**src/rtl/btnev_pkg.sv**
```systemverilog
// btnev_pkg: shared types and constants for the button event block
// used by btnev_csr, btnev_cell and button_event_long_press_repeat
`default_nettype none

package btnev_pkg;

   // field widths fixed by the interface
   localparam int PIN_WIDTH      = 8;
   localparam int TICK_WIDTH     = 8;
   localparam int CSR_IDX_WIDTH  = 3;
   localparam int CSR_DATA_WIDTH = 8;

   // register indexes on the csr port
   typedef enum logic [CSR_IDX_WIDTH-1:0] {
      CSR_DEBOUNCE_TICKS   = 3'd0,
      CSR_LONG_PRESS_TICKS = 3'd1,
      CSR_REPEAT_TICKS     = 3'd2,
      CSR_ENABLE_MASK      = 3'd3,
      CSR_ACTIVE_LOW       = 3'd4
   } csr_index_type;

   // register reset values
   localparam logic [TICK_WIDTH-1:0] DEBOUNCE_RESET   = 8'd1;
   localparam logic [TICK_WIDTH-1:0] LONG_PRESS_RESET = 8'd0;
   localparam logic [TICK_WIDTH-1:0] REPEAT_RESET     = 8'd0;
   localparam logic [PIN_WIDTH-1:0]  ENABLE_RESET     = 8'hFF;
   localparam logic                  ACTIVE_LOW_RESET = 1'b1;
   localparam logic [TICK_WIDTH-1:0] INTERVAL_RESET   = 8'd1;

   // programmed settings
   typedef struct packed {
      logic [TICK_WIDTH-1:0] debounce_ticks;
      logic [TICK_WIDTH-1:0] long_press_ticks;
      logic [TICK_WIDTH-1:0] repeat_ticks;
      logic [PIN_WIDTH-1:0]  enable_mask;
      logic                  active_low;
   } cfg_type;

   // per-button control for one tick
   typedef struct packed {
      logic tick;   // a beat is processed this cycle
      logic eval;   // this tick evaluates button state
      logic live;   // button is enabled
      logic rise;   // newly pressed
      logic fall;   // newly released
   } cell_ctl_type;

   // per-button marks for one tick
   typedef struct packed {
      logic long_mark;
      logic repeat_mark;
   } cell_evt_type;

endpackage

`default_nettype wire

```
**src/rtl/btnev_csr.sv**
```systemverilog
// btnev_csr: configuration registers of the button event block
// depends on btnev_pkg
`default_nettype none

module btnev_csr (
   input  wire logic                                  clock,
   input  wire logic                                  reset,
   input  wire logic                                  csr_valid,
   output logic                                       csr_ready,
   input  wire logic [btnev_pkg::CSR_IDX_WIDTH-1:0]   csr_index,
   input  wire logic [btnev_pkg::CSR_DATA_WIDTH-1:0]  csr_wdata,
   output btnev_pkg::cfg_type                         cfg
);

   btnev_pkg::cfg_type cfg_ff;
   btnev_pkg::cfg_type cfg_in;

   assign csr_ready = 1'b1;
   assign cfg       = cfg_ff;

   // register write decode
   always_comb begin
      cfg_in = cfg_ff;
      if (csr_valid) begin
         unique case (csr_index)
            btnev_pkg::CSR_DEBOUNCE_TICKS:   cfg_in.debounce_ticks   = csr_wdata;
            btnev_pkg::CSR_LONG_PRESS_TICKS: cfg_in.long_press_ticks = csr_wdata;
            btnev_pkg::CSR_REPEAT_TICKS:     cfg_in.repeat_ticks     = csr_wdata;
            btnev_pkg::CSR_ENABLE_MASK:      cfg_in.enable_mask      = csr_wdata;
            btnev_pkg::CSR_ACTIVE_LOW:       cfg_in.active_low       = csr_wdata[0];
            default: ;
         endcase
      end
   end

   always_ff @(posedge clock) begin
      if (reset) begin
         cfg_ff.debounce_ticks   <= btnev_pkg::DEBOUNCE_RESET;
         cfg_ff.long_press_ticks <= btnev_pkg::LONG_PRESS_RESET;
         cfg_ff.repeat_ticks     <= btnev_pkg::REPEAT_RESET;
         cfg_ff.enable_mask      <= btnev_pkg::ENABLE_RESET;
         cfg_ff.active_low       <= btnev_pkg::ACTIVE_LOW_RESET;
      end else begin
         cfg_ff <= cfg_in;
      end
   end

endmodule

`default_nettype wire

```
**src/rtl/btnev_cell.sv**
```systemverilog
// btnev_cell: one button's timer, held and long-press arming state
// depends on btnev_pkg
`default_nettype none

module btnev_cell (
   input  wire logic                                 clock,
   input  wire logic                                 reset,
   input  wire btnev_pkg::cell_ctl_type              ctl,
   input  wire logic [btnev_pkg::TICK_WIDTH-1:0]     long_press_ticks,
   input  wire logic [btnev_pkg::TICK_WIDTH-1:0]     repeat_ticks,
   output btnev_pkg::cell_evt_type                   evt
);

   logic [btnev_pkg::TICK_WIDTH-1:0] timer_ff, timer_in, timer_dec;
   logic                             held_ff, held_in;
   logic                             armed_ff, armed_in;
   logic                             long_on, repeat_on;

   assign long_on   = (long_press_ticks != '0);
   assign repeat_on = (repeat_ticks != '0);

   // countdown, then press handling and mark generation on an evaluating tick
   always_comb begin
      timer_dec = timer_ff;
      if (ctl.live && (timer_ff != '0)) begin
         timer_dec = timer_ff - 1'b1;
      end
      timer_in        = timer_dec;
      held_in         = held_ff;
      armed_in        = armed_ff;
      evt.long_mark   = 1'b0;
      evt.repeat_mark = 1'b0;
      if (ctl.eval && ctl.live) begin
         if (ctl.rise) begin
            held_in = 1'b1;
            if (long_on) begin
               timer_in = long_press_ticks;
               armed_in = 1'b1;
            end else if (repeat_on) begin
               timer_in = repeat_ticks;
            end
         end else if (ctl.fall) begin
            held_in = 1'b0;
         end
         if ((timer_in == '0) && held_in) begin
            if (armed_in) begin
               armed_in      = 1'b0;
               evt.long_mark = 1'b1;
               if (repeat_on) begin
                  timer_in = repeat_ticks;
               end
            end else if (repeat_on) begin
               evt.repeat_mark = 1'b1;
               timer_in        = repeat_ticks;
            end
         end
      end
   end

   always_ff @(posedge clock) begin
      if (reset) begin
         timer_ff <= '0;
         held_ff  <= 1'b0;
         armed_ff <= 1'b0;
      end else if (ctl.tick) begin
         timer_ff <= timer_in;
         held_ff  <= held_in;
         armed_ff <= armed_in;
      end
   end

endmodule

`default_nettype wire

```
**src/rtl/button_event_long_press_repeat.sv**
```systemverilog
// button_event_long_press_repeat: debounced button events with long press and repeat
// path from an accepted req beat to rsp_valid: input register, then result register
// throughput: one tick per cycle unless stalled; button cells update in parallel each tick
// req_stall rises only while the result register holds a beat that rsp_stall keeps
// reset (synchronous, active high): control, config and cell state return to defaults,
// payload registers are not reset; no beat in flight; config port is always ready
`default_nettype none

module button_event_long_press_repeat #(
   parameter int NUM_BUTTONS = 8
) (
   input  wire logic                                  clock,
   input  wire logic                                  reset,
   // tick input
   input  wire logic                                  req_valid,
   output logic                                       req_stall,
   input  wire logic [btnev_pkg::PIN_WIDTH-1:0]       req_pin_sample,
   // result output
   output logic                                       rsp_valid,
   input  wire logic                                  rsp_stall,
   output logic                                       rsp_sampled,
   output logic [btnev_pkg::PIN_WIDTH-1:0]            rsp_pressed_mask,
   output logic [btnev_pkg::PIN_WIDTH-1:0]            rsp_released_mask,
   output logic [btnev_pkg::PIN_WIDTH-1:0]            rsp_long_press_mask,
   output logic [btnev_pkg::PIN_WIDTH-1:0]            rsp_repeat_mask,
   // configuration writes
   input  wire logic                                  csr_valid,
   output logic                                       csr_ready,
   input  wire logic [btnev_pkg::CSR_IDX_WIDTH-1:0]   csr_index,
   input  wire logic [btnev_pkg::CSR_DATA_WIDTH-1:0]  csr_wdata
);

   localparam int PW = btnev_pkg::PIN_WIDTH;
   localparam logic [PW:0] LANE_ALL = (PW+1)'((1 << NUM_BUTTONS) - 1);
   localparam logic [PW-1:0] LANE_MASK = LANE_ALL[PW-1:0];

   btnev_pkg::cfg_type cfg;

   logic                                in_valid_ff, in_valid_in;
   logic [PW-1:0]                       in_sample_ff;
   logic                                out_valid_ff, out_valid_in;
   logic                                out_sampled_ff;
   logic [PW-1:0]                       out_pressed_ff, out_released_ff;
   logic [PW-1:0]                       out_long_ff, out_repeat_ff;
   logic [btnev_pkg::TICK_WIDTH-1:0]    interval_ff, interval_in, interval_dec;
   logic [PW-1:0]                       prev_status_ff;
   logic                                out_free, advance, req_accept, eval;
   logic [PW-1:0]                       live, cur, rise, fall, long_mask, repeat_mask;

   btnev_csr u_csr (
      .clock     (clock),
      .reset     (reset),
      .csr_valid (csr_valid),
      .csr_ready (csr_ready),
      .csr_index (csr_index),
      .csr_wdata (csr_wdata),
      .cfg       (cfg)
   );

   // handshake: result register frees when empty or taken
   assign out_free   = !out_valid_ff || !rsp_stall;
   assign advance    = in_valid_ff && out_free;
   assign req_stall  = in_valid_ff && !out_free;
   assign req_accept = req_valid && !req_stall;

   always_comb begin
      in_valid_in = in_valid_ff;
      if (req_accept) begin
         in_valid_in = 1'b1;
      end else if (advance) begin
         in_valid_in = 1'b0;
      end
      out_valid_in = out_valid_ff;
      if (out_free) begin
         out_valid_in = advance;
      end
   end

   // interval countdown and evaluation decision
   always_comb begin
      interval_dec = interval_ff;
      if (interval_ff != '0) begin
         interval_dec = interval_ff - 1'b1;
      end
      eval        = (interval_dec == '0);
      interval_in = eval ? cfg.debounce_ticks : interval_dec;
   end

   // sample conditioning and edge detection
   assign live = cfg.enable_mask & LANE_MASK;
   assign cur  = (cfg.active_low ? ~in_sample_ff : in_sample_ff) & live;
   assign rise = eval ? ((prev_status_ff ^ cur) & cur) : '0;
   assign fall = eval ? ((prev_status_ff ^ cur) & prev_status_ff) : '0;

   // per-button cells
   for (genvar i = 0; i < PW; i++) begin : g_btn
      if (i < NUM_BUTTONS) begin : g_cell
         btnev_pkg::cell_ctl_type ctl;
         btnev_pkg::cell_evt_type evt;

         assign ctl.tick = advance;
         assign ctl.eval = eval;
         assign ctl.live = live[i];
         assign ctl.rise = rise[i];
         assign ctl.fall = fall[i];

         btnev_cell u_cell (
            .clock            (clock),
            .reset            (reset),
            .ctl              (ctl),
            .long_press_ticks (cfg.long_press_ticks),
            .repeat_ticks     (cfg.repeat_ticks),
            .evt              (evt)
         );

         assign long_mask[i]   = evt.long_mark;
         assign repeat_mask[i] = evt.repeat_mark;
      end else begin : g_none
         assign long_mask[i]   = 1'b0;
         assign repeat_mask[i] = 1'b0;
      end
   end

   // control state
   always_ff @(posedge clock) begin
      if (reset) begin
         in_valid_ff    <= 1'b0;
         out_valid_ff   <= 1'b0;
         interval_ff    <= btnev_pkg::INTERVAL_RESET;
         prev_status_ff <= '0;
      end else begin
         in_valid_ff  <= in_valid_in;
         out_valid_ff <= out_valid_in;
         if (advance) begin
            interval_ff <= interval_in;
            if (eval) begin
               prev_status_ff <= cur;
            end
         end
      end
   end

   // input and result payload
   always_ff @(posedge clock) begin
      if (req_accept) begin
         in_sample_ff <= req_pin_sample;
      end
      if (advance) begin
         out_sampled_ff  <= eval;
         out_pressed_ff  <= rise;
         out_released_ff <= fall;
         out_long_ff     <= long_mask;
         out_repeat_ff   <= repeat_mask;
      end
   end

   assign rsp_valid           = out_valid_ff;
   assign rsp_sampled         = out_sampled_ff;
   assign rsp_pressed_mask    = out_pressed_ff;
   assign rsp_released_mask   = out_released_ff;
   assign rsp_long_press_mask = out_long_ff;
   assign rsp_repeat_mask     = out_repeat_ff;

endmodule

`default_nettype wire

```
**config.mk**
```make
export PLATFORM = sky130hd
export DESIGN_NAME = button_event_long_press_repeat
export DESIGN_NICKNAME = d
export VERILOG_FILES = /design/src/rtl/btnev_pkg.sv /design/src/rtl/btnev_csr.sv /design/src/rtl/btnev_cell.sv /design/src/rtl/button_event_long_press_repeat.sv
export SDC_FILE = /design/constraint.sdc
export NUM_CORES = 1
export LEC_CHECK = 0
export BUFFER_PORTS_ARGS = -buffer_cell sky130_fd_sc_hd__buf_2
export CORE_ASPECT_RATIO = 1.75
export CORE_MARGIN = 8
export CORE_UTILIZATION = 29
export CTS_CLUSTER_SIZE = 40
export DETAILED_ROUTE_END_ITERATION = 12
export GPL_ROUTABILITY_DRIVEN = 0
export PLACE_DENSITY_LB_ADDON = 0.1
export RECOVER_POWER = 100
export SLEW_MARGIN = 0
export SYNTH_ARGS = -nofsm -noshare
export SYNTH_HDL_FRONTEND = slang
export SYNTH_SLANG_ARGS = --single-unit
```
**constraint.sdc**
```tcl
create_clock -name clock -period 3.7 [get_ports clock]
set_input_delay 0.185 -clock clock [delete_from_list [all_inputs] [get_ports clock]]
set_output_delay 0.185 -clock clock [all_outputs]
set_load 0.05 [all_outputs]
```
# ---- Word-level counts from Yosys, hierarchy flattened
# Index checks and enable logic that the tools add are counted.
dict set report op_classes {
  addsub 9
  eq_ne 4
  n_mux 136
  bitwise_logic 21
  reduce_logical 84
}
# operator count
set ops {}
lappend ops {{two-way mux 8 bit} 69}
lappend ops {{nonzero test 8 bit} 11}
lappend ops {{logical NOT 8 bit} 9}
lappend ops {{subtractor 8 x 1 -> 8 bit, second input constant} 9}
lappend ops {{two-way mux 1 bit} 67}
lappend ops {{AND reduction 2 bit} 22}
lappend ops {{logical AND 1 bit} 27}
lappend ops {{bitwise AND 8 bit} 3}
lappend ops {{OR reduction 3 bit} 8}
lappend ops {{inverter 1 bit} 16}
lappend ops {{inverter 8 bit} 1}
lappend ops {{XOR 8 bit} 1}
lappend ops {{== test 3 x 2 -> 1 bit, second input constant} 2}
lappend ops {{logical NOT 1 bit} 4}
lappend ops {{== test 3 x 1 -> 1 bit, second input constant} 1}
lappend ops {{== test 3 bit, second input constant} 1}
lappend ops {{logical NOT 3 bit} 1}
lappend ops {{nonzero test 2 bit} 1}
lappend ops {{logical OR 1 bit} 1}
dict set report word_totals {
  ff_bits 172
  in_bits 24
  out_inout_bits 36
  wordCells 307
}

# ---- Longest topological paths before layout
# Gate-level depths: netlist of the first run.
dict set report depth {
  word_depth 12
  mapped_depth 14
}

# ---- Modules after synthesis
# From an unflattened synthesis of the first run, not the netlist that was laid out.
dict set report unflattened {
  cells_unflattened 1583
  area_unflattened_um2 12972.4
}
# mod n_inst cells_each area_per_inst_um2
set by_module_without_submodules {}
lappend by_module_without_submodules {btnev_cell 8 155 1127.3}
lappend by_module_without_submodules {button_event_long_press_repeat 1 209 2562.5}
lappend by_module_without_submodules {btnev_csr 1 134 1391.3}

# ---- Worst setup path after synthesis of the first run
# OpenSTA, ideal clock, no wires.
dict set report synth_path {
  path_kind {flip-flop to flip-flop}
  from {register interval_ff[0] in the netlist's numbering}
  to {register g_btn[6].g_cell.u_cell.timer_ff[3] in the netlist's numbering}
  arrival_ps 3250
  required_time_ps 3614
  setup_slack_ps 365
  path_stages_with_launch 14
  path_buffers 3
  cell_sequence {dfxtp_1 -> buf_6 -> inv_1 -> ha_1 -> nor3b_2 -> a22oi_2 -> or4_4 -> or3_1 -> buf_6 -> nor2_8 -> o22ai_2 -> or4_4 -> buf_6 -> a211oi_1}
}
dict set report synth_between {
  elab_chain_cells 10
  word_cells_on_any_way 17
}
# element line
set synth_rtl {}
lappend synth_rtl {{start, declared} button_event_long_press_repeat.sv:45} ;# logic [btnev_pkg::TICK_WIDTH-1:0] interval_ff, interval_in, interval_dec;
lappend synth_rtl {{start signal, assigned} button_event_long_press_repeat.sv:129} ;# interval_ff <= btnev_pkg::INTERVAL_RESET;
lappend synth_rtl {{start signal, assigned} button_event_long_press_repeat.sv:135} ;# interval_ff <= interval_in;
lappend synth_rtl {{subtractor 8 x 1 -> 8 bit / nonzero test 8 bit (equally long branches)} {button_event_long_press_repeat.sv:83, button_event_long_press_repeat.sv:82}}
lappend synth_rtl {{two-way mux 8 bit *} button_event_long_press_repeat.sv:82} ;# if (interval_ff != '0) begin
lappend synth_rtl {{logical NOT 8 bit *} button_event_long_press_repeat.sv:85} ;# eval = (interval_dec == '0);
lappend synth_rtl {{two-way mux 8 bit, on equally long branches} {button_event_long_press_repeat.sv:92, button_event_long_press_repeat.sv:93}}
lappend synth_rtl {{two-way mux 8 bit / two-way mux 1 bit (equally long branches)} {btnev_cell.sv:34, btnev_cell.sv:42}}
lappend synth_rtl {{two-way mux 8 bit / two-way mux 1 bit (equally long branches)} {btnev_cell.sv:33, btnev_cell.sv:34}}
lappend synth_rtl {{logical NOT 8 bit / two-way mux 1 bit (equally long branches)} {btnev_cell.sv:45, btnev_cell.sv:33}}
lappend synth_rtl {{logical AND 1 bit} btnev_cell.sv:45} ;# if ((timer_in == '0) && held_in) begin
lappend synth_rtl {{two-way mux 8 bit} btnev_cell.sv:45}
lappend synth_rtl {{two-way mux 8 bit *} btnev_cell.sv:33} ;# if (ctl.eval && ctl.live) begin
lappend synth_rtl {{end signal, assigned} btnev_cell.sv:66} ;# timer_ff <= timer_in;
lappend synth_rtl {{end, declared} btnev_cell.sv:14} ;# logic [btnev_pkg::TICK_WIDTH-1:0] timer_ff, timer_in, timer_dec;
# Mark *: on every way between the ends. The rest lies on a longest branch, timed or not. The select of a mux whose other input is x is not followed.
# A chain may end at the register's enable or synchronous reset.

==> results of run 1 <==
## layout by cell type (no fill, tap or decap), drive strengths merged, types with 20 or more instances in the layout
cell type	count
a211oi	25
a21oi	110
a221oi	34
a31oi	23
and3	20
buf	72
clkbuf	72
dfxtp	131
edfxtp	41
inv	51
mux2i	23
nand2	143
nand3	49
nor2	158
nor3	51
nor4	27
o21ai	54
xnor2	27
xor2	20
## final cells by class
cell class	count	area (sq um)
well taps	480	601
multi-input cells	1050	6470
inverters	53	201
repair buffers	132	808
clock inverters	8	154
flip-flops and latches	172	3850
clock buffers	24	514
fillers	4058	24800
## worst max-delay path by stage
| stage | start | to | slack, ns | cells after the start |
|---|---|---|---|---|
| 3_5_place_dp | interval_ff[1]$_SDFFE_PP0P_ | g_btn[6].g_cell.u_cell.timer_ff[3]$_SDFFE_PP0P_ | 0.16 | 10 |
| 2_1_floorplan | interval_ff[0]$_SDFFE_PP1P_ | g_btn[6].g_cell.u_cell.timer_ff[3]$_SDFFE_PP0P_ | 0.36 | 13 |
| 4_1_cts | interval_ff[1]$_SDFFE_PP0P_ | g_btn[6].g_cell.u_cell.timer_ff[3]$_SDFFE_PP0P_ | 0.13 | 10 |
| 3_3_place_gp | interval_ff[1]$_SDFFE_PP0P_ | g_btn[4].g_cell.u_cell.timer_ff[0]$_SDFFE_PP0P_ | 0.20 | 10 |
| 5_1_grt | interval_ff[1]$_SDFFE_PP0P_ | g_btn[6].g_cell.u_cell.timer_ff[3]$_SDFFE_PP0P_ | 0.04 | 10 |
| 6_report | interval_ff[1]$_SDFFE_PP0P_ | g_btn[6].g_cell.u_cell.timer_ff[3]$_SDFFE_PP0P_ | 0.23 | 10 |
## where the power goes
group,total (mW),switching [mW],internal (mW)
Clock,2.09,0.835,1.25
Combinational,2.43,1.60,0.835
Sequential,2.20,0.143,2.06
Total,6.72,2.58,4.14
## timing repair
action | 4_1_cts | 5_1_grt
hold buffers | 12 | 0
resized for setup | 0 | 2
hold endpoints to repair | 13 | 0
endpoints found under the setup margin | 0 | 7
## through the flow
step / total power, mW / cell area [sq um] / std cells / hold slack (ns) / util [%]
2_1_floorplan: 3.90 / 11000 / 1378 / 0.284 / -
3_3_place_gp: 4.69 / 11900 / 1875 / 0.361 / 31.9
3_5_place_dp: 4.68 / 11900 / 1875 / 0.363 / 31.9
4_1_cts: 6.79 / 12700 / 1919 / 0.000288 / 34.0
5_1_grt: 7.06 / 12600 / 1919 / 0.0161 / 33.7
6_report: 6.72 / 12600 / 1919 / 0.0203 / 33.7
## per-layer routing
layer  up-vias  track usage [%]  part of all wire [%]
met4         2             8.94                   4.5
met2       272             35.7                    52
met3        75             2.56                   3.1
met1      5278             21.6                    40
li1       5216                -                     -
met5         -                0                 0.035
## worst max-delay path, cell delays in order, from the launching register on
cell and delay [ns]:
dfxtp_1 0.46, inv_1 0.08, ha_1 0.26, xnor2_1 0.16, a22oi_1 0.17, or4_4 0.61
or3_4 0.47, clkinv_2 0.13, o211ai_1 0.16, or4_4 0.64, a211oi_1 0.24
## cells by family after synthesis
| kind of cell | count (synthesis) | synth area share [%] |
|---|---|---|
| simple gates | 570 | 26.5 |
| compound gates | 387 | 24.3 |
| flops | 172 | 35.2 |
| buf+inv | 156 | 5.69 |
| xor+xnor | 47 | 3.76 |
| mux | 28 | 2.62 |
| fa+ha+maj | 17 | 1.94 |
| other cells | 1 | 0.0342 |
==> results.md, run 1 <==
- The post-synth net total is 1419.
- After detailed routing, the average wire length per cell comes to 22.6 um.
- The worst reg2reg path startpoint is interval_ff[1]$_SDFFE_PP0P_.
- The slack of the worst reg-to-reg path is 0.23 ns.
- Counting instances, the worst hold path has a depth of 3.
- The worst pin sits at a relative slew slack of 12.5%.
- STA classifies the critical path startpoint as a flip-flop.
- For the pin with the worst max-slew slack, the measured transition is 1.31 ns.
- By area the synthesized netlist is led by dfxtp_1 (24%), edfxtp_1 (11%), nor2_1 (5.4%).
- The final critical path takes up 93.7% of the cycle.
- The largest clock skew in the final design is 0.0162 ns.
- Along the worst path, the maximum fanout reaches 8.
- The endpoint class of the critical path is a flip-flop.
- The number of top-level pins is 60.
- dfxtp_1 takes more of the synthesized area than any other cell.
- The hold violation total from the final report is 0.
- The site row count is 94.
- The synthesized design contains 172 register bits.
- The number of clock buffers added by TritonCTS is 17.
- The run finished with clean final reports.
- The total DRC errors in the routed layout is 0.
- The all-layer global routing usage is 19.4%.
- The leading register cell type out of synthesis is dfxtp_1.
- In this run, the number of DRC markers left after iteration 0 of detailed routing was 635.
- The flip-flop count of the largest register, all copies and words added is 64.
- Dividing the detail-routed via count by the number of cells gives 5.65.
- The worst path required time is 4.08 ns.
- The async set-or-reset flop fraction in the synthesized netlist is 0%.
- The share of layout cells above drive strength 1 is 10.8%.
- The worst hold path terminates at u_csr.cfg[14]$_SDFFE_PP0P_.
- The placeable core region is 0.0374 sq mm.
- The latest clock arrival within the worst-skew pair is 0.46 ns.
- The routed layout has 10800 vias.
- In this run the most critical hold path is launched from csr_wdata[5].
- The synthesized netlist occupies a cell area of 0.0110 sq mm.
- The first-pass iteration count of the detailed router is 5.
- Across the run, the number of max-cap violations was 0.
- The top register by number of flip-flops is g_btn.g_cell.u_cell.timer_ff.
- Setup repair after global routing left no endpoint under its margin.
- The height of the die is 273 um.
- For the finished layout, the period the worst path requires is 3.47 ns.
- The worst min-delay path class is in2reg.
- The data arrival time of the critical path is 3.84 ns.
- The Yosys step of the flow raised 0 warnings.
- Sequential cells were found to cover 35.2% of the synthesized design area.
- The total overflow left after global routing is 0.
- After layout, the worst setup slack is 0.232 ns.
- Counting instances in the post-synthesis netlist gives the leading cell types as nor2_1 (157), nand2_1 (143), dfxtp_1 (131).
- VDD sags by at most 0.390 mV.
- The worst setup slack after placement is 0.156 ns.
- The floorplan die width is 163 um.
- Post-CTS timing repair inserted 0 buffers for setup.
- The achievable clock frequency is 288 MHz.
- Compared with the post-synthesis result, the final layout area differs by 15.1%.
- The count of pins over their slew limit is 0.
- The post-detailed-routing wire length is 43400 um.
- Entering global routing, the biggest net connects 96 pins.
- The area fraction of the dominant cell type after synthesis is 23.9%.
- The antenna diode instance count is 0.
- The clock drives 172 sinks.
- The average instance in the mapped netlist occupies 7.95 sq um.
- In the synthesized netlist, the number of instances is 1378.
- The worst flop-to-flop path endpoint is g_btn[6].g_cell.u_cell.timer_ff[3]$_SDFFE_PP0P_.
- The cell leakage power is 4.62 nW.
- The number of global-route vias before repair came to 10700.
- The clock root buffer is clkbuf_16.
- The initial antenna violation count is 1.
- Counting flops with a built-in enable in the synthesized netlist gives 41.
- TritonCTS built the clock tree.
- The most numerous cell in the Yosys netlist is nor2_1.
- Setup violations remaining at the end of the flow were counted as 0.
- CTS built an H-tree with a depth of 4.
- The clock passes through at most 2 buffers.
- Summed over all nets, the half-perimeter wirelength after detailed placement is 31000 um.
- The net count of the finished layout is 1467.
- Counting cells, the worst reg-to-reg path comes to 10.
- The detail route stage leaves a number of antenna-violating nets equal to 0.
- The power density relative to cell area is 533 mW/mm^2.
- Adding up every negative setup slack in the final design gives 0 ns.
- The clock transition at the register clock pins on the worst setup and hold paths after CTS is 0.08 ns.
- The full die area is 0.0445 sq mm.
- The first global-routing pass estimated 66300 um of wire.
- Once the floorplan was initialized, standard cells occupied 29.3% of the core.
- By startpoint and endpoint, the worst setup path is classified as reg2reg.
- The number of unique standard cell types used by synthesis is 89.
- Port buffering added 58 buffers.
(Power assumes the default switching activity.)
==> run 2, diff against run 1 <==
--- a/config.mk
+++ b/config.mk
@@ -5,6 +5,7 @@
 export SDC_FILE = /design/constraint.sdc
 export NUM_CORES = 1
 export LEC_CHECK = 0
+export ABC_AREA = 1
 export BUFFER_PORTS_ARGS = -buffer_cell sky130_fd_sc_hd__buf_2
 export CORE_ASPECT_RATIO = 1.75
 export CORE_MARGIN = 8
==> results.md, run 2 <==
- The effective utilization at floorplan is 29.1% (-0.17 points).
- The pin count of the biggest net entering global routing came to 72 (-25%).
- The combinational cell fraction of total power is 44.6% (+8.4 points).
- The floorplan die width is 167 um (+2.4%).
- The number of nets at the end of the flow is 1899 (+29%).
- The final critical-path required period came to 3.40 ns (-0.0719 ns).
- nand2_1 is the most common cell in the netlist.
- The area of the mapped netlist came to 0.0116 sq mm (+5.5%).
- The average instance area after synthesis is 6.50 sq um (-18%).
- The number of clock buffers inserted by TritonCTS is 17 (unchanged).
- The worst-case clock buffer depth is 2 (unchanged).
- The number of enable-type register cells in the synthesized netlist is 41 (unchanged).
- The count of pins over their slew limit is 104 (+104).
- The cell leakage power is 6.05 nW (+31%).
- The sequential element share of the synthesized area is 33.4% (-1.8 points).
- The leading cell type in the layout, fill and taps excluded is nand2_1.
- The site row count is 97 (+3.2%).
- The via density per instance was 4.97 (-12%).
- The final-layout setup total negative slack was 0 ns (unchanged).
- The top cell types in the final layout, fill and taps aside, are nand2_1 (506), inv_1 (204), nor2_1 (194).
- The height of the die is 280 um (+2.5%).
- The largest clock skew in the final design came to 0.0105 ns (-0.00574 ns).
- The warning count from the yosys run is 0 (unchanged).
- The clock transition at the register clock pins on the worst setup and hold paths after CTS is 0.07 ns (about the same).
- The register share of total power is 28.2% (-4.5 points).
- The tightest min-delay check is of the in2reg type.
- The achievable clock frequency is 294 MHz (+2.1%).
- The number of instances resized during post-cts repair is 0 (unchanged).
- The post-synthesis instance total is 1778 (+29%).
- The total of hold buffers inserted after clock tree synthesis is 8 (-4).
- The number of unique standard cell types used by synthesis came to 48 (-46%).
- Clock tree synthesis selected as its root buffer the cell clkbuf_16.
- The full die area is 0.0467 sq mm (+5.0%).
- The number of port buffers is 58 (unchanged).
- STA classifies the critical path endpoint as a flip-flop.
- The latest clock arrival within the worst-skew pair came to 0.46 ns (about the same).
- The all-layer global routing usage is 19.0% (-0.45 points).
- The cell type with the highest occurrence count on the critical path is nand2_1.
- The largest stage delay on the critical path is 0.45 ns (-0.19 ns).
- The total DRC errors in the routed layout was 0 (unchanged).
- The total congestion overflow after global routing was 0 (unchanged).
- The share of layout cells above drive strength 1 was 8.87% (-2.0 points).
- The number of DRC violations after detailed-routing iteration 0 is 571 (-10%).
- In the post-synthesis netlist, the biggest area contributors are dfxtp_1 (23%), nand2_1 (16%), edfxtp_1 (11%).
- The total via count in the routed design is 11800 (+8.4%).
- The data arrival time of the critical path is 3.56 ns (-0.28 ns).
- The area fraction of the dominant cell type after synthesis is 22.7% (-1.2 points).
- The number of cells traversed by the worst hold path is 3 (unchanged).
- The type of origin of the critical path is a flip-flop.
- The run finished, with violations left.
- The final period utilization is 91.8% (-1.9 points).
- The power density relative to cell area came to 588 mW/mm^2 (+10%).
- The initial antenna violation count is 0 (-1).
- The critical setup path kind is reg2reg.
- The leading register cell type out of synthesis is dfxtp_1.
- The number of buffers added for setup after CTS is 0 (unchanged).
- The cell family contributing the most delay on the critical path is buffers and inverters.
- The relative max-transition margin is -154% (-170 points).
- The number of top-level pins was 60 (unchanged).
- The post-detailed-routing wire length was 44400 um (+2.3%).
- The top register by number of flip-flops is g_btn.g_cell.u_cell.timer_ff.
- After synthesis, the most frequently instantiated cells are nand2_1 (503), inv_1 (204), nor2_1 (188).
- The count of buffer and inverter cells on the critical path was 5 (+3).
- The number of synthesized register bits is 172 (unchanged).
- The switching part of the total power was 42.9% (+4.6 points).
- The design internal power came to 4.43 mW (+7.0%).
- The slack of the worst reg-to-reg path was 0.30 ns (+0.07 ns).
- Setup repair after global routing left no endpoint under its margin.
- The depth of the CTS H-tree was 4 (unchanged).
- The most area-hungry cell type in the Yosys netlist is dfxtp_1.
- The net switching power was 3.33 mW (+29%).
- The number of global-route vias before repair is 11700 (+9.9%).
- The logic depth of the worst setup path including buffers was 18 (+8).
- The clock network power share came to 27.2% (-3.9 points).
- The area growth from synthesis to layout is 14.4%.
- The residual antenna-violating net count after detailed routing is 0 (unchanged).
- The placeable core region is 0.0397 sq mm (+6.1%).
- The total power draw is 7.77 mW (+16%).
- The depth of the worst register-to-register path is 18 (+8).
- The slew at the pin closest to its max-slew limit is 3.81 ns (+2.50 ns).
- Traced cell by cell, the critical path runs through inv_1, ha_1, nand2_4, nor2_8, nand2_4, nand2_1, nand2_1, nand2_2, nor2_4, buf_12, nand2_1, buf_4, nor2_4, inv_1, nor2_2, buf_4, a22oi_1, a21oi_1.
- The hold violation total from the final report is 0 (unchanged).
- The worst path required time is 3.87 ns (-0.21 ns).
- The first-pass iteration count of the detailed router was 5 (unchanged).
- The post-synth net total is 1819 (+28%).
- The count of final setup violators came to 0 (unchanged).
- The worst-path maximum fanout was 20 (+12).
- The total half-perimeter wirelength after legalization and detailed placement is 32800 um (+5.7%).
- The first-pass GRT wire length is 67600 um (+2.1%).
- TritonCTS built the clock tree.
- The checks that failed: max-capacitance violations, max-slew violations.
- The number of violations of the max-capacitance limit is 2 (+2).
- The flip-flop count of the largest register, all copies and words added is 64 (unchanged).
- The async set-or-reset flop fraction in the synthesized netlist was 0% (unchanged).
- The cell type of the slowest stage on the worst timing path is inv_1.
- The total number of clock tree sinks is 172 (unchanged).
- The maximum vdd ir drop is 0.340 mV (-13%).
- The routed wire length per instance is 18.8 um (-17%).
- The antenna diode instance count is 0 (unchanged).
-- run 2: changes by cell type in the layout (fill, tap and decap cells not counted), sizes merged, moves of 19 or more --
cell	previous run	this run
xnor2	27	5
nand4	9	56
nand3	49	124
xor2	20	40
a221oi	34	0
nor3	51	13
nor2	158	218
o21ai	54	107
a21oi	110	162
a211oi	25	6
mux2i	23	0
and3	20	1
nand2	143	513
inv	51	217
-- run 2: power by group through the flow --
stage	clock network, mW	registers [mW]	logic (mW)
2_1_floorplan	0	2.26	2.49
3_3_place_gp	0	2.24	3.50
3_5_place_dp	0	2.23	3.49
4_1_cts	2.15	2.19	3.51
5_1_grt	2.22	2.21	3.89
6_report	2.11	2.19	3.46
-- run 2: cell families after synthesis --
group | synth area share (%)
XOR/XNOR | 3.41
adder cells (fa/ha/maj) | 1.84
buffers and inverters | 9.85
flip-flops | 33.4
AO/OA/AOI/OAI | 14.0
other | 0.0325
AND/OR/NAND/NOR | 37.5
-- run 2: worst paths after layout --
check                                                    endpoint                        start
setup reg to reg  g_btn[5].g_cell.u_cell.timer_ff[5]$_SDFFE_PP0P_  interval_ff[0]$_SDFFE_PP1P_
setup / recovery  g_btn[5].g_cell.u_cell.timer_ff[5]$_SDFFE_PP0P_  interval_ff[0]$_SDFFE_PP1P_
hold reg to reg                       interval_ff[7]$_SDFFE_PP0P_   u_csr.cfg[32]$_SDFFE_PP0P_
hold / removal                           in_valid_ff$_SDFFE_PP0P_                    req_valid
-- run 2: area by class of cell --
type | instances | area, sq um
clock buffer | 21 | 440
clock inverter | 11 | 216
fill | 4380 | 26500
inverter | 221 | 830
multi-input combinational | 1325 | 6520
sequential | 172 | 3850
tap | 495 | 619
timing repair buffer | 121 | 729
-- run 2: worst register-to-register path, cell delays in order (launching register included) --
cell and delay, ns:
dfxtp_1 0.32, inv_1 0.14, ha_1 0.26, nand2_4 0.10, nor2_8 0.15, nand2_4 0.09, nand2_1 0.09, nand2_1 0.07
nand2_2 0.09, nor2_4 0.04, buf_12 0.16, nand2_1 0.28, buf_4 0.23, nor2_4 0.04, inv_1 0.45, nor2_2 0.16
buf_4 0.19, a22oi_1 0.15, a21oi_1 0.09
-- run 2: routing by layer --
| layer | global-route usage (%) | part of all wire [%] | vias to the layer above |
|---|---|---|---|
| met5 | 0 | 0 | - |
| met4 | 10.7 | 5.0 | 0 |
| met3 | 2.54 | 3.1 | 96 |
| met2 | 36.0 | 52 | 267 |
| met1 | 19.8 | 40 | 5472 |
| li1 | - | - | 5923 |
-- run 2: per-stage QoR --
step | hold slack, ns | setup WS, ns | area [sq um] | util (%) | instances
2_1_floorplan | 0.284 | 1.09 | 11600 | - | 1778
3_3_place_gp | 0.365 | 0.475 | 12600 | 31.7 | 2326
3_5_place_dp | 0.366 | 0.459 | 12600 | 31.7 | 2326
4_1_cts | 0.000114 | 0.428 | 13300 | 33.6 | 2366
5_1_grt | 0.0225 | 0.0313 | 13200 | 33.3 | 2366
6_report | 0.00802 | 0.304 | 13200 | 33.3 | 2366
